## config.mk

```make
export PLATFORM = sky130hd
export DESIGN_NAME = page_block_free_list_allocator_top
export DESIGN_NICKNAME = d
export VERILOG_FILES = /design/src/hw/rtl/pbfl_pkg.sv /design/src/hw/rtl/pbfl_link_ram.sv /design/src/hw/rtl/pbfl_free_eval.sv /design/src/hw/rtl/page_block_free_list_allocator_top.sv
export SDC_FILE = /design/constraint.sdc
export NUM_CORES = 1
export LEC_CHECK = 0
export ABC_AREA = 0
export ABC_CLOCK_PERIOD_IN_PS = 5600
export BUFFER_PORTS_ARGS = -buffer_cell sky130_fd_sc_hd__buf_2
export CORE_ASPECT_RATIO = 1.25
export CORE_MARGIN = 2
export CORE_UTILIZATION = 40
export DETAILED_ROUTE_END_ITERATION = 7
export PLACE_DENSITY = 0.62
export SLEW_MARGIN = 15
export SYNTH_ARGS = -nofsm -noshare
export SYNTH_HDL_FRONTEND = slang
export SYNTH_HIERARCHICAL = 1
export SYNTH_SLANG_ARGS = --single-unit
```

## constraint.sdc

```tcl
create_clock -name clk -period 5.6 [get_ports clk]
set_input_delay 1.12 -clock clk [delete_from_list [all_inputs] [get_ports clk]]
set_output_delay 1.12 -clock clk [all_outputs]
set_load 0.03 [all_outputs]
```

## src/hw/rtl/pbfl_pkg.sv

```systemverilog
// Shared types and constants for the page block free-list allocator.
// No dependencies; imported by pbfl_free_eval and page_block_free_list_allocator_top.
package pbfl_pkg;

	localparam int IDX_W = 6;   // block index field width
	localparam int CNT_W = 7;   // count and config field width

	localparam logic [CNT_W-1:0] RESULT_CAP  = 7'd64;
	localparam logic [CNT_W-1:0] OUT_LIMIT   = 7'd127;
	localparam logic [CNT_W-1:0] CFG_RESET   = 7'd64;

	typedef enum logic [1:0] {
		REQ_INIT  = 2'd0,
		REQ_ALLOC = 2'd1,
		REQ_CFREE = 2'd2,
		REQ_UFREE = 2'd3
	} req_type_t;

	typedef enum logic [1:0] {
		FST_OK        = 2'd0,
		FST_WAS_EMPTY = 2'd1,
		FST_LAST      = 2'd2,
		FST_ERROR     = 2'd3
	} free_status_t;

	typedef struct packed {
		logic uncond;
		logic bad_index;
		logic was_empty;
		logic out_zero;
		logic out_one;
	} free_req_t;

	typedef struct packed {
		logic         push;
		free_status_t status;
	} free_dec_t;

endpackage

```

## src/hw/rtl/pbfl_link_ram.sv

```systemverilog
// Link table of the free list: one write port, one registered read port.
// No dependencies.
module pbfl_link_ram #(
	parameter int DEPTH = 64,
	parameter int DW    = 7,
	parameter int AW    = $clog2(DEPTH)
) (
	input  logic          clk,
	input  logic          we,
	input  logic [AW-1:0] waddr,
	input  logic [DW-1:0] wdata,
	input  logic [AW-1:0] raddr,
	output logic [DW-1:0] rdata
);

	logic [DW-1:0] mem [DEPTH];
	logic [DW-1:0] rdata_q;

	always_ff @(posedge clk) begin
		if (we) begin
			mem[waddr] <= wdata;
		end
		rdata_q <= mem[raddr];
	end

	assign rdata = rdata_q;

endmodule

```

## src/hw/rtl/pbfl_free_eval.sv

```systemverilog
// Free request decision: whether to push the block and which status to report.
// Depends on pbfl_pkg.
module pbfl_free_eval (
	input  pbfl_pkg::free_req_t req,
	output pbfl_pkg::free_dec_t dec
);
	import pbfl_pkg::*;

	always_comb begin
		dec.push   = 1'b0;
		dec.status = FST_OK;
		if (req.bad_index || req.out_zero) begin
			dec.status = FST_ERROR;
		end else if (!req.uncond && req.out_one) begin
			dec.status = FST_LAST;
		end else if (!req.uncond && req.was_empty) begin
			dec.status = FST_WAS_EMPTY;
		end else begin
			dec.push = 1'b1;
			if (!req.uncond) begin
				dec.status = FST_OK;
			end else if (req.out_one) begin
				// counter reaches zero: page wholly free
				dec.status = FST_LAST;
			end else if (req.was_empty) begin
				dec.status = FST_WAS_EMPTY;
			end else begin
				dec.status = FST_OK;
			end
		end
	end

endmodule

```

## src/hw/rtl/page_block_free_list_allocator_top.sv

```systemverilog
// Free-list block allocator for one page: control sequencer and link table.
// Depends on pbfl_pkg, pbfl_link_ram and pbfl_free_eval.
//
// Requests are taken when start is high and busy is low. A free gives its one
// result beat the cycle after it is taken and leaves busy low, so frees can
// follow each other every cycle. Init writes one link per cycle for each of
// blocks_in_page blocks (clamped to 1..MAX_BLOCKS) and gives its beat in the
// cycle after the last write. Allocate walks the list through the registered
// link table read: a write-back state gives out each block, with a read state
// between blocks for the next link; a zero grant gives a single beat in the
// cycle after the request. Result beats are strobed for one cycle and cannot be
// held off by the receiver; the final beat of each request carries last.
module page_block_free_list_allocator_top #(
	parameter int MAX_BLOCKS = 64
) (
	input  logic       clk,
	input  logic       arst_n,
	input  logic       cfg_we,
	input  logic [6:0] blocks_in_page,
	input  logic       start,
	input  logic [1:0] req_type,
	input  logic [6:0] req_count,
	input  logic [5:0] block_index,
	output logic       busy,
	output logic       result_strobe,
	output logic [5:0] alloc_block,
	output logic       block_valid,
	output logic [6:0] alloc_count,
	output logic       now_empty,
	output logic [1:0] free_status,
	output logic       last
);
	import pbfl_pkg::*;

	localparam int LW = $clog2(MAX_BLOCKS + 1);
	localparam int AW = $clog2(MAX_BLOCKS);
	localparam int CW = (LW > IDX_W) ? LW : IDX_W;
	localparam int EW = (LW > CNT_W) ? LW : CNT_W;
	localparam logic [LW-1:0] LIST_END = LW'(MAX_BLOCKS);

	typedef enum logic [1:0] {
		ST_IDLE,
		ST_INIT,
		ST_ALLOC_RD,
		ST_ALLOC_WB
	} state_t;

	state_t           state_q;
	logic [CNT_W-1:0] cfg_q;
	logic [LW-1:0]    head_q;
	logic [CNT_W-1:0] out_q;
	logic [LW-1:0]    init_q;
	logic [CNT_W-1:0] want_q;
	logic [CNT_W-1:0] got_q;

	logic             strobe_q;
	logic [IDX_W-1:0] blk_q;
	logic             valid_q;
	logic [CNT_W-1:0] cnt_q;
	logic             empty_q;
	free_status_t     status_q;
	logic             last_q;

	logic [LW-1:0]    n_eff;
	logic             accept;
	req_type_t        rtype;
	logic [CNT_W-1:0] want_c;
	logic             head_empty;
	logic [LW-1:0]    init_nxt;
	logic [LW-1:0]    init_link;

	logic             ram_we;
	logic [AW-1:0]    ram_waddr;
	logic [LW-1:0]    ram_wdata;
	logic [LW-1:0]    ram_rdata;

	logic [CNT_W-1:0] got_n;
	logic             walk_end;
	logic             nh_empty;
	logic [CNT_W:0]   out_sum;

	free_req_t        frq;
	free_dec_t        fdec;

	always_comb begin
		if (cfg_q == '0) begin
			n_eff = LW'(1);
		end else if (EW'(cfg_q) > EW'(MAX_BLOCKS)) begin
			n_eff = LIST_END;
		end else begin
			n_eff = LW'(cfg_q);
		end
	end

	assign accept     = start && (state_q == ST_IDLE);
	assign rtype      = req_type_t'(req_type);
	assign want_c     = (req_count > RESULT_CAP) ? RESULT_CAP : req_count;
	assign head_empty = (head_q >= LIST_END);
	assign init_nxt   = init_q + LW'(1);
	assign init_link  = (init_nxt < n_eff) ? init_nxt : LIST_END;

	assign frq.uncond    = (rtype == REQ_UFREE);
	assign frq.bad_index = (CW'(block_index) >= CW'(n_eff));
	assign frq.was_empty = head_empty;
	assign frq.out_zero  = (out_q == '0);
	assign frq.out_one   = (out_q == CNT_W'(1));

	pbfl_free_eval u_free_eval (
		.req (frq),
		.dec (fdec)
	);

	wire free_req = (rtype == REQ_CFREE) || (rtype == REQ_UFREE);

	always_comb begin
		if (state_q == ST_INIT) begin
			ram_we    = 1'b1;
			ram_waddr = init_q[AW-1:0];
			ram_wdata = init_link;
		end else begin
			ram_we    = accept && free_req && fdec.push;
			ram_waddr = AW'(block_index);
			ram_wdata = head_q;
		end
	end

	pbfl_link_ram #(
		.DEPTH (MAX_BLOCKS),
		.DW    (LW),
		.AW    (AW)
	) u_link_ram (
		.clk   (clk),
		.we    (ram_we),
		.waddr (ram_waddr),
		.wdata (ram_wdata),
		.raddr (head_q[AW-1:0]),
		.rdata (ram_rdata)
	);

	// one step of the allocate walk: ram_rdata is the link of the head block
	assign got_n    = got_q + CNT_W'(1);
	assign nh_empty = (ram_rdata >= LIST_END);
	assign walk_end = (got_n == want_q) || nh_empty;
	assign out_sum  = {1'b0, out_q} + {1'b0, got_n};

	always_ff @(posedge clk or negedge arst_n) begin
		if (!arst_n) begin
			state_q  <= ST_IDLE;
			cfg_q    <= CFG_RESET;
			head_q   <= LIST_END;
			out_q    <= '0;
			init_q   <= '0;
			want_q   <= '0;
			got_q    <= '0;
			strobe_q <= 1'b0;
			blk_q    <= '0;
			valid_q  <= 1'b0;
			cnt_q    <= '0;
			empty_q  <= 1'b0;
			status_q <= FST_OK;
			last_q   <= 1'b0;
		end else begin
			strobe_q <= 1'b0;
			if (cfg_we) begin
				cfg_q <= blocks_in_page;
			end
			case (state_q)
				ST_IDLE: begin
					if (accept) begin
						blk_q    <= '0;
						valid_q  <= 1'b0;
						cnt_q    <= '0;
						empty_q  <= 1'b0;
						status_q <= FST_OK;
						last_q   <= 1'b1;
						case (rtype)
							REQ_INIT: begin
								init_q  <= '0;
								head_q  <= '0;
								out_q   <= '0;
								state_q <= ST_INIT;
							end
							REQ_ALLOC: begin
								if (want_c == '0 || head_empty) begin
									strobe_q <= 1'b1;
									empty_q  <= head_empty;
								end else begin
									want_q  <= want_c;
									got_q   <= '0;
									state_q <= ST_ALLOC_WB;
								end
							end
							default: begin
								strobe_q <= 1'b1;
								status_q <= fdec.status;
								if (fdec.push) begin
									head_q <= LW'(block_index);
									out_q  <= out_q - CNT_W'(1);
								end
							end
						endcase
					end
				end
				ST_INIT: begin
					init_q <= init_nxt;
					if (init_nxt == n_eff) begin
						strobe_q <= 1'b1;
						state_q  <= ST_IDLE;
					end
				end
				ST_ALLOC_RD: begin
					state_q <= ST_ALLOC_WB;
				end
				ST_ALLOC_WB: begin
					strobe_q <= 1'b1;
					blk_q    <= IDX_W'(head_q);
					valid_q  <= 1'b1;
					status_q <= FST_OK;
					head_q   <= ram_rdata;
					got_q    <= got_n;
					if (walk_end) begin
						cnt_q   <= got_n;
						empty_q <= nh_empty;
						last_q  <= 1'b1;
						out_q   <= (out_sum > {1'b0, OUT_LIMIT}) ? OUT_LIMIT
							: out_sum[CNT_W-1:0];
						state_q <= ST_IDLE;
					end else begin
						cnt_q   <= '0;
						empty_q <= 1'b0;
						last_q  <= 1'b0;
						state_q <= ST_ALLOC_RD;
					end
				end
				default: begin
					state_q <= ST_IDLE;
				end
			endcase
		end
	end

	assign busy          = (state_q != ST_IDLE);
	assign result_strobe = strobe_q;
	assign alloc_block   = blk_q;
	assign block_valid   = valid_q;
	assign alloc_count   = cnt_q;
	assign now_empty     = empty_q;
	assign free_status   = status_q;
	assign last          = last_q;

endmodule
```

==> flow_summary.rst, run 1 <==
.. list-table::
   :header-rows: 1

   * - Metric
     - Value
   * - Outcome
     - finished clean
   * - Count of vias placed by the detailed router
     - 11,800
   * - Chip Height
     - 264 um
   * - Cell Count Post-Placement
     - 2,009
   * - Overall die area
     - 56,100 sq um
   * - Final Routed Wirelength
     - 52,100 um
   * - Register-to-Register Setup Slack
     - 1.22 ns
   * - Wire length of the first global-routing pass
     - 77,900 um
   * - Distinct cell type count of the synthesized netlist
     - 67
   * - Share of synthesized area occupied by flip-flops and latches
     - 70.0%
   * - Post_cts resized
     - 0
   * - Maximum resistive drop on vdd
     - 566 uV
   * - CTS tree
     - built
   * - Fin crit share
     - 78.1%
   * - Cell Chain, Critical Path
     - nor3_1 -> a21oi_1 -> nor2_1 -> ha_1 -> nand2b_1 -> a21o_1 -> a21oi_1 -> nor2b_1 -> o21ai_0 -> a211oi_1 -> nor2_1 -> o21a_1 -> and2_1 -> a31o_2 -> nor2b_1 -> nand2_1 -> nor2_1
   * - Cell Rows
     - 95
   * - Vias in the first global route
     - 12,200
   * - Post-place setup slack
     - 0.838 ns
   * - Type of destination of the critical path
     - flip-flop
   * - Instance area after placement
     - 22,900 sq um
   * - Critical path's most frequent cell
     - sky130_fd_sc_hd__nor2_1
   * - Count of final max-slew check failures
     - 0
   * - Fraction of final layout cells sized beyond drive strength 1
     - 22.6%
   * - Detailed-route wire length per cell
     - 24.7 um
   * - Post-Route Utilization
     - 45.8%
   * - Boundary Pins
     - 46
   * - Final antenna-violating net count
     - 0
   * - Crit path max-delay cell type
     - sky130_fd_sc_hd__nor2_1
   * - CP arrival
     - 4.61 ns
   * - Data required time of the critical path
     - 5.83 ns
   * - Post-Synthesis Mean Instance Area
     - 17.1 sq um
   * - DR DRC count
     - 0
   * - Hold-fix buffer count after cts
     - 0
   * - Total leakage power
     - 8.36 nW
   * - Setup-violating endpoint count in the final report
     - 0
   * - Setup_tns
     - 0 ns
   * - Start point of the worst min-delay path
     - alloc_count[2]$_DFFE_PN0P_
   * - Total GRT Usage
     - 18.8%
   * - Port Buffers
     - 45
   * - # Post-CTS Setup Buffers
     - 0
   * - Depth of the worst register-to-register path
     - 17
   * - Cells after synthesis
     - 1,265
   * - Worst Hold End
     - alloc_count[2]$_DFFE_PN0P_
   * - Xor and xnor area share after synthesis
     - 0.981%
   * - CTS Root Cell
     - sky130_fd_sc_hd__clkbuf_16
   * - Number of iterations in the first detailed-routing pass
     - 5
   * - Combinational family with the most area after synthesis
     - multiplexers
   * - Placed wire-length estimate after detailed placement
     - 33,600 um
   * - Maximum number of buffers from clock root to sink
     - 3
   * - Sum of overflow across all layers after global routing
     - 0
   * - Top FF cell, synth
     - sky130_fd_sc_hd__edfxtp_1
   * - Via/cell ratio
     - 5.61
   * - Fmax
     - 0.229 GHz
   * - Count of H-tree levels built during CTS
     - 2
   * - Clock slew seen by the registers of the worst setup and hold paths
     - 0.06 ns
   * - Multiplexer area fraction after synthesis
     - 13.4%
   * - Number of antenna repair diodes
     - 0
   * - Maximum number of pins on one net before global-route repair
     - 80
   * - Fin Clk Skew
     - 0.0143 ns
   * - Non-Filler Instances
     - 2,105
   * - Latest clock arrival within the worst-skew pair
     - 0.60 ns
   * - RSZ-0062 raised after global routing
     - false
   * - Post-layout minimum cycle time
     - 4.38 ns
   * - Synthesized netlist net count
     - 1,321
   * - Worst hold path stage count
     - 2
   * - Core footprint
     - 53,600 sq um
   * - Cell area after synthesis
     - 21,700 sq um
   * - Compound-cell area share of the yosys netlist
     - 5.82%
   * - Area of all placed cells without fillers
     - 24,600 sq um
   * - Type of the tightest min-delay check
     - flip-flop to flip-flop
   * - Number of max-capacitance violations reported
     - 0
   * - Crit Reg-Reg Startpoint
     - cfg_q[1]$_DFFE_PN0P_
   * - Area growth from synthesis to final layout
     - 13.3%
   * - Post-synthesis share of cell area spent on full adders, half adders and majority gates
     - 1.77%
   * - Reg2Reg Capture Point
     - u_link_ram/mem[42][0]$_DFFE_PP_
   * - Number of sinks driven by the clock tree
     - 518
   * - Yosys warnings
     - 6
   * - Endpoints failing hold
     - 0
   * - Global placement routability congestion
     - 0.867
   * - Worst Setup Path Type
     - flip-flop to flip-flop
   * - Post-synthesis share of cell area spent on and, or, nand and nor gates
     - 5.89%
   * - Number of flops mapped to enable cells by yosys
     - 448
   * - Nets
     - 1,391
   * - Worst slew pin tran
     - 1.06 ns
   * - Async set or reset register ratio after synthesis
     - 12.2%
   * - Number of CTS-inserted buffers
     - 51
   * - Delay of the slowest cell on the worst path
     - 0.69 ns
   * - Smallest setup slack after layout
     - 1.22 ns
   * - Number of antenna violations at the first check in global routing
     - 0
   * - Critical path launch point type
     - flip-flop
   * - Max-slew headroom at the worst pin
     - 28.6%
   * - Initial Util
     - 40.4%
   * - PD cells
     - 551 nW/um^2
   * - CP Max Fanout
     - 7
   * - Horizontal die dimension
     - 212 um
   * - Number of flip-flops and latches in the synthesized netlist
     - 518
   * - Number of DRC markers in iteration 0
     - 1,327
==> cells in the final DEF, fill, tap and decap left out, types with 5 or more instances in the layout <==
master and n:
sky130_fd_sc_hd__nor3_1 15, sky130_fd_sc_hd__a211oi_1 5, sky130_fd_sc_hd__o22ai_1 12, sky130_fd_sc_hd__xor2_1 5
sky130_fd_sc_hd__clkbuf_16 52, sky130_fd_sc_hd__buf_2 45, sky130_fd_sc_hd__clkbuf_1 10, sky130_fd_sc_hd__edfxtp_1 448
sky130_fd_sc_hd__a21o_1 9, sky130_fd_sc_hd__o22ai_4 6, sky130_fd_sc_hd__dfxtp_1 7, sky130_fd_sc_hd__xnor2_1 9
sky130_fd_sc_hd__nor2b_1 10, sky130_fd_sc_hd__nor2_1 99, sky130_fd_sc_hd__o21ai_0 46, sky130_fd_sc_hd__clkinv_2 13
sky130_fd_sc_hd__ha_1 29, sky130_fd_sc_hd__clkinv_1 8, sky130_fd_sc_hd__o221ai_1 11, sky130_fd_sc_hd__nand2_1 60
sky130_fd_sc_hd__or3_1 6, sky130_fd_sc_hd__dfrtp_1 58, sky130_fd_sc_hd__and2_1 5, sky130_fd_sc_hd__o21ai_1 6
sky130_fd_sc_hd__bufinv_16 7, sky130_fd_sc_hd__inv_1 34, sky130_fd_sc_hd__mux4_2 112, sky130_fd_sc_hd__nand3_1 18
sky130_fd_sc_hd__a21oi_1 28, sky130_fd_sc_hd__a22o_1 15, sky130_fd_sc_hd__nand3b_1 12, sky130_fd_sc_hd__a22oi_1 14
sky130_fd_sc_hd__o31ai_1 14, sky130_fd_sc_hd__nand2b_1 16, sky130_fd_sc_hd__mux2_2 15, sky130_fd_sc_hd__buf_4 35
sky130_fd_sc_hd__mux2i_1 18
==> how the worst max path moves through the flow <==
| stage | slack [ns] | end | cells after the start | start |
|---|---|---|---|---|
| after floorplan | 1.35 | u_link_ram/mem[0][6]$_DFFE_PP_ | 5 | state_q[1]$_DFFE_PN0P_ |
| after global routing | 0.94 | u_link_ram/mem[42][0]$_DFFE_PP_ | 17 | cfg_q[1]$_DFFE_PN0P_ |
| after detailed placement | 0.84 | u_link_ram/mem[2][1]$_DFFE_PP_ | 16 | block_index[0] |
| after global placement | 0.90 | u_link_ram/mem[2][6]$_DFFE_PP_ | 16 | block_index[0] |
| after CTS | 1.28 | u_link_ram/mem[2][6]$_DFFE_PP_ | 17 | cfg_q[1]$_DFFE_PN0P_ |
| final | 1.22 | u_link_ram/mem[42][0]$_DFFE_PP_ | 17 | cfg_q[1]$_DFFE_PN0P_ |
==> cells by family after synthesis <==
logic type | after synthesis
AOI/OAI and AO/OA | 188
xor gates and xnor gates | 18
adders and majority gates | 30
buffers and inverters | 98
DFF | 518
muxes | 147
and+or+nand+nor | 266
==> report_power, final <==
part,internal [mW],switching (mW)
Combinational,1.61,2.89
Clock,2.03,1.44
Sequential,5.19,0.364
==> cell usage after synthesis, types with 28 or more instances <==
master	n	area share [%]
sky130_fd_sc_hd__o21ai_0	48	1.1
sky130_fd_sc_hd__a21oi_1	28	0.65
sky130_fd_sc_hd__nand2_1	60	1.0
sky130_fd_sc_hd__nor2_1	99	1.7
sky130_fd_sc_hd__clkbuf_1	32	0.55
sky130_fd_sc_hd__inv_1	34	0.59
sky130_fd_sc_hd__dfrtp_1	61	7.0
sky130_fd_sc_hd__edfxtp_1	448	62
sky130_fd_sc_hd__mux4_2	112	12
sky130_fd_sc_hd__ha_1	29	1.7
==> flip-flops by register name, summed over array words and instances (netlist names), 2 cells and up <==
name,count
out_q,7
alloc_block,6
u_link_ram/mem,448
state_q,2
alloc_count,7
init_q,7
cfg_q,7
head_q,7
got_q,7
free_status,2
want_q,7
u_link_ram/rdata,7
==> per-layer routing <==
metal | global-route usage, % | wire length (um) | vias to the layer above
met5 | 0 | 0 | -
met4 | 7.18 | 1780 | 0
met3 | 2.20 | 2430 | 97
met2 | 32.9 | 26800 | 360
met1 | 23.9 | 21000 | 6178
li1 | - | - | 5167
==> critical path, delay by kind of cell (launching register included) <==
kind,cells,cell delay [ns]
AND/OR/NAND/NOR,9,2.31
adder cells (fa/ha/maj),1,0.27
flip-flops,1,0.39
AO/OA/AOI/OAI,7,1.06
==> final cells by class <==
cell class	count	area [sq um]
clock inverter	34	364
timing repair buffer	81	508
inverter	34	128
fill	4545	29000
clock buffer	62	1340
sequential	518	15200
tap	727	910
multi-input combinational	649	6130
==> through the flow <==
stage | power [mW] | hold WS [ns]
floorplan | 8.49 | 0.470
global placement | 10.1 | 0.461
detailed placement | 10.2 | 0.465
CTS | 13.6 | 0.478
global route | 14.1 | 0.501
finish | 13.5 | 0.471
Power figures use the tool's default switching activity.
==> run 2: changes to the inputs <==
Settings changed: ABC_CLOCK_PERIOD_IN_PS 5600 to 4550.
Clock period 5.6 ns to 4.55 ns, I/O delays scaled along.
==> run 2 against run 1 <==
Net effect: combinational power increased by 21%; clock power increased by 24%; total power increased by 23%; count of clock-buffer cells in the layout decreased by 8; sequential share of layout area decreased by 1.0 points; final cell count increased by 2.2%; sequential power increased by 25%; design area increased by 1.7%; critical path type unchanged; register-to-register slack got worse by 0.74 ns; highest routed layer unchanged.
==> flow_summary.rst, run 2 (synthesis gave the netlist of run 1 again) <==
.. list-table::
   :header-rows: 1

   * - Metric
     - Value
   * - Outcome
     - finished clean (unchanged)
   * - Hold-fix buffer count after cts
     - 0 (unchanged)
   * - Delay of the slowest cell on the worst path
     - 0.47 ns (was 0.69 ns)
   * - Post_cts resized
     - 0 (unchanged)
   * - PD cells
     - 667 nW/um^2 (was 551 nW/um^2)
   * - Depth of the worst register-to-register path
     - 18 (was 17)
   * - RSZ-0062 raised after global routing
     - false (unchanged)
   * - Initial Util
     - 40.4% (unchanged)
   * - Net Switching
     - 5.77 mW (was 4.70 mW)
   * - Register-to-Register Setup Slack
     - 0.48 ns (was 1.22 ns)
   * - Largest register FFs
     - 448 (unchanged)
   * - Global placement routability congestion
     - 0.833 (was 0.867)
   * - Number of DRC markers in iteration 0
     - 1,108 (was 1,327)
   * - Data required time of the critical path
     - 4.78 ns (was 5.83 ns)
   * - Reg2Reg Capture Point
     - u_link_ram/mem[22][6]$_DFFE_PP_ (was u_link_ram/mem[42][0]$_DFFE_PP_)
   * - Final Routed Wirelength
     - 50,900 um (was 52,100 um)
   * - Final antenna-violating net count
     - 0 (unchanged)
   * - Number of max-capacitance violations reported
     - 0 (unchanged)
   * - CTS tree
     - built (unchanged)
   * - Type of destination of the critical path
     - flip-flop (unchanged)
   * - Via/cell ratio
     - 5.55 (was 5.61)
   * - Cell Chain, Critical Path
     - nor3_1 -> a21oi_1 -> nor2_1 -> ha_1 -> nand2b_1 -> a21o_1 -> a21oi_1 -> nor2b_1 -> o21ai_0 -> a211oi_1 -> nor2_1 -> o21a_1 -> and2_1 -> a31o_2 -> nor2b_1 -> nand3_1 -> buf_4 -> nor2_1 (was nor3_1 -> a21oi_1 -> nor2_1 -> ha_1 -> nand2b_1 -> a21o_1 -> a21oi_1 -> nor2b_1 -> o21ai_0 -> a211oi_1 -> nor2_1 -> o21a_1 -> and2_1 -> a31o_2 -> nor2b_1 -> nand2_1 -> nor2_1)
   * - Number of sinks driven by the clock tree
     - 518 (unchanged)
   * - Part of the power in combinational logic
     - 32.6% (was 33.3%)
   * - Worst slew pin tran
     - 1.05 ns (was 1.06 ns)
   * - Vias in the first global route
     - 12,100 (was 12,200)
   * - Crit-path leading delay family
     - simple AND/OR/NAND/NOR gates (unchanged)
   * - Placed wire-length estimate after detailed placement
     - 33,200 um (was 33,600 um)
   * - DR DRC count
     - 0 (unchanged)
   * - Footprint of the multi-input gates
     - 6130 sq um (unchanged)
   * - # Post-CTS Setup Buffers
     - 0 (unchanged)
   * - Critical path launch point type
     - flip-flop (unchanged)
   * - Area growth from synthesis to final layout
     - 15.2% (was 13.3%)
   * - Internal
     - 10.9 mW (was 8.83 mW)
   * - Number of filler instances in the final layout
     - 4,511 (was 4,545)
   * - Net switching share of the total power
     - 34.6% (was 34.7%)
   * - Fin Clk Skew
     - 0.0255 ns (was 0.0143 ns)
   * - Worst Setup Path Type
     - flip-flop to flip-flop (unchanged)
   * - Fin crit share
     - 89.4% (was 78.1%)
   * - Clock slew seen by the registers of the worst setup and hold paths
     - 0.06 ns (about the same)
   * - CP arrival
     - 4.30 ns (was 4.61 ns)
   * - Core footprint
     - 53,600 sq um (unchanged)
   * - Count of final max-slew check failures
     - 0 (unchanged)
   * - Crit Reg-Reg Startpoint
     - cfg_q[1]$_DFFE_PN0P_ (unchanged)
   * - Horizontal die dimension
     - 212 um (unchanged)
   * - Maximum number of buffers from clock root to sink
     - 3 (unchanged)
   * - Max-slew headroom at the worst pin
     - 29.2% (was 28.6%)
   * - Buf/Inv on CP
     - 1 (was 0)
   * - Leading cell type in the layout, fill and taps excluded
     - sky130_fd_sc_hd__edfxtp_1 (unchanged)
   * - Sum of overflow across all layers after global routing
     - 0 (unchanged)
   * - Leading cell types in the layout, fill and taps excluded
     - 448 x sky130_fd_sc_hd__edfxtp_1, 112 x sky130_fd_sc_hd__mux4_2, 99 x sky130_fd_sc_hd__nor2_1, 81 x sky130_fd_sc_hd__buf_4, 60 x sky130_fd_sc_hd__nand2_1 (was 448 x sky130_fd_sc_hd__edfxtp_1, 112 x sky130_fd_sc_hd__mux4_2, 99 x sky130_fd_sc_hd__nor2_1, 60 x sky130_fd_sc_hd__nand2_1, 58 x sky130_fd_sc_hd__dfrtp_1)
   * - CTS Root Cell
     - sky130_fd_sc_hd__clkbuf_16 (unchanged)
   * - Overall die area
     - 56,100 sq um (unchanged)
   * - Setup_tns
     - 0 ns (unchanged)
   * - Count of vias placed by the detailed router
     - 12,000 (was 11,800)
   * - Chip Height
     - 264 um (unchanged)
   * - Most flops, register
     - u_link_ram/mem (unchanged)
   * - Crit path max-delay cell type
     - sky130_fd_sc_hd__nor2_1 (unchanged)
   * - Smallest hold slack
     - 0.380 ns (was 0.471 ns)
   * - Maximum resistive drop on vdd
     - 455 uV (was 566 uV)
   * - Cell Rows
     - 95 (unchanged)
   * - Clock network power share
     - 25.9% (was 25.7%)
   * - CP Max Fanout
     - 7 (unchanged)
   * - Fmax
     - 0.246 GHz (was 0.229 GHz)
   * - Number of antenna repair diodes
     - 0 (unchanged)
   * - Non-Filler Instances
     - 2,152 (was 2,105)
   * - Boundary Pins
     - 46 (unchanged)
   * - Total GRT Usage
     - 18.5% (was 18.8%)
   * - Count of H-tree levels built during CTS
     - 2 (unchanged)
   * - Total leakage power
     - 8.62 nW (was 8.36 nW)
   * - Number of iterations in the first detailed-routing pass
     - 4 (was 5)
   * - Setup-violating endpoint count in the final report
     - 0 (unchanged)
   * - Fraction of power consumed by sequential logic
     - 41.5% (was 41.0%)
   * - Critical path's most frequent cell
     - sky130_fd_sc_hd__nor2_1 (unchanged)
   * - Register area
     - 15,200 sq um (unchanged)
   * - Wire length of the first global-routing pass
     - 77,200 um (was 77,900 um)
   * - Type of the tightest min-delay check
     - primary input to asynchronous set/reset pin (was flip-flop to flip-flop)
   * - Number of antenna violations at the first check in global routing
     - 0 (unchanged)
   * - Fraction of final layout cells sized beyond drive strength 1
     - 25.8% (was 22.6%)
   * - Endpoints failing hold
     - 0 (unchanged)
   * - Post-layout minimum cycle time
     - 4.07 ns (was 4.38 ns)
   * - Cell Count Post-Placement
     - 2,058 (was 2,009)
   * - Number of CTS-inserted buffers
     - 50 (was 51)
   * - Detailed-route wire length per cell
     - 23.7 um (was 24.7 um)
   * - Maximum number of pins on one net before global-route repair
     - 65 (was 80)
   * - Nets
     - 1,439 (was 1,391)
   * - Port Buffers
     - 45 (unchanged)
   * - Latest clock arrival within the worst-skew pair
     - 0.60 ns (about the same)
==> run 2: final cells by class <==
cell class / count / area share [%]
timing repair buffer: 130 / 3.66
clock buffer: 54 / 5.15
inverter: 34 / 0.511
sequential: 518 / 60.8
clock inverter: 40 / 1.73
multi-input combinational: 649 / 24.5
tap: 727 / 3.64
==> run 2: worst reg2reg max path, cell delays in order, from the launching register on <==
cell                       delay [ns]
sky130_fd_sc_hd__dfrtp_1         0.39
sky130_fd_sc_hd__nor3_1          0.21
sky130_fd_sc_hd__a21oi_1         0.10
sky130_fd_sc_hd__nor2_1          0.20
sky130_fd_sc_hd__ha_1            0.27
sky130_fd_sc_hd__nand2b_1        0.14
sky130_fd_sc_hd__a21o_1          0.17
sky130_fd_sc_hd__a21oi_1         0.14
sky130_fd_sc_hd__nor2b_1         0.05
sky130_fd_sc_hd__o21ai_0         0.15
sky130_fd_sc_hd__a211oi_1        0.12
sky130_fd_sc_hd__nor2_1          0.14
sky130_fd_sc_hd__o21a_1          0.14
sky130_fd_sc_hd__and2_1          0.13
sky130_fd_sc_hd__a31o_2          0.27
sky130_fd_sc_hd__nor2b_1         0.28
sky130_fd_sc_hd__nand3_1         0.11
sky130_fd_sc_hd__buf_4           0.21
sky130_fd_sc_hd__nor2_1          0.48
==> run 2: layer usage <==
metal / vias to the layer above / routed length (um) / track usage, %
li1: 5262 / - / -
met1: 6200 / 20200 / 23.2
met2: 395 / 26500 / 32.5
met3: 93 / 2590 / 2.96
met4: 0 / 1640 / 6.33
met5: - / 0 / 0
==> run 2: power by group through the flow <==
| stage | clock network, mW | logic, mW | registers (mW) |
|---|---|---|---|
| after global placement | 0 | 5.42 | 7.02 |
| after global routing | 4.59 | 5.84 | 6.98 |
| after CTS | 4.42 | 5.49 | 6.93 |
| after detailed placement | 0 | 5.48 | 7.03 |
| after floorplan | 0 | 3.67 | 6.78 |
| final | 4.32 | 5.43 | 6.92 |
==> run 2: worst max path at each step <==
stage | from | to | slack (ns) | cells after the start
after floorplan | state_q[1]$_DFFE_PN0P_ | u_link_ram/mem[0][6]$_DFFE_PP_ | 0.30 | 5
after global placement | block_index[0] | u_link_ram/mem[30][5]$_DFFE_PP_ | 0.39 | 17
after detailed placement | block_index[0] | u_link_ram/mem[46][1]$_DFFE_PP_ | 0.34 | 17
after CTS | cfg_q[1]$_DFFE_PN0P_ | u_link_ram/mem[22][6]$_DFFE_PP_ | 0.49 | 18
after global routing | cfg_q[2]$_DFFE_PN0P_ | u_link_ram/mem[22][3]$_DFFE_PP_ | 0.13 | 18
final | cfg_q[1]$_DFFE_PN0P_ | u_link_ram/mem[22][6]$_DFFE_PP_ | 0.48 | 18
==> run 2: through the flow <==
stage	area (sq um)	total power [mW]	setup slack, ns	utilization (%)
floorplan	21700	10.5	0.304	-
global placement	23300	12.4	0.387	43.4
detailed placement	23300	12.5	0.336	43.4
CTS	25000	16.8	0.492	46.6
global route	25000	17.4	0.127	46.6
finish	25000	16.7	0.483	46.6
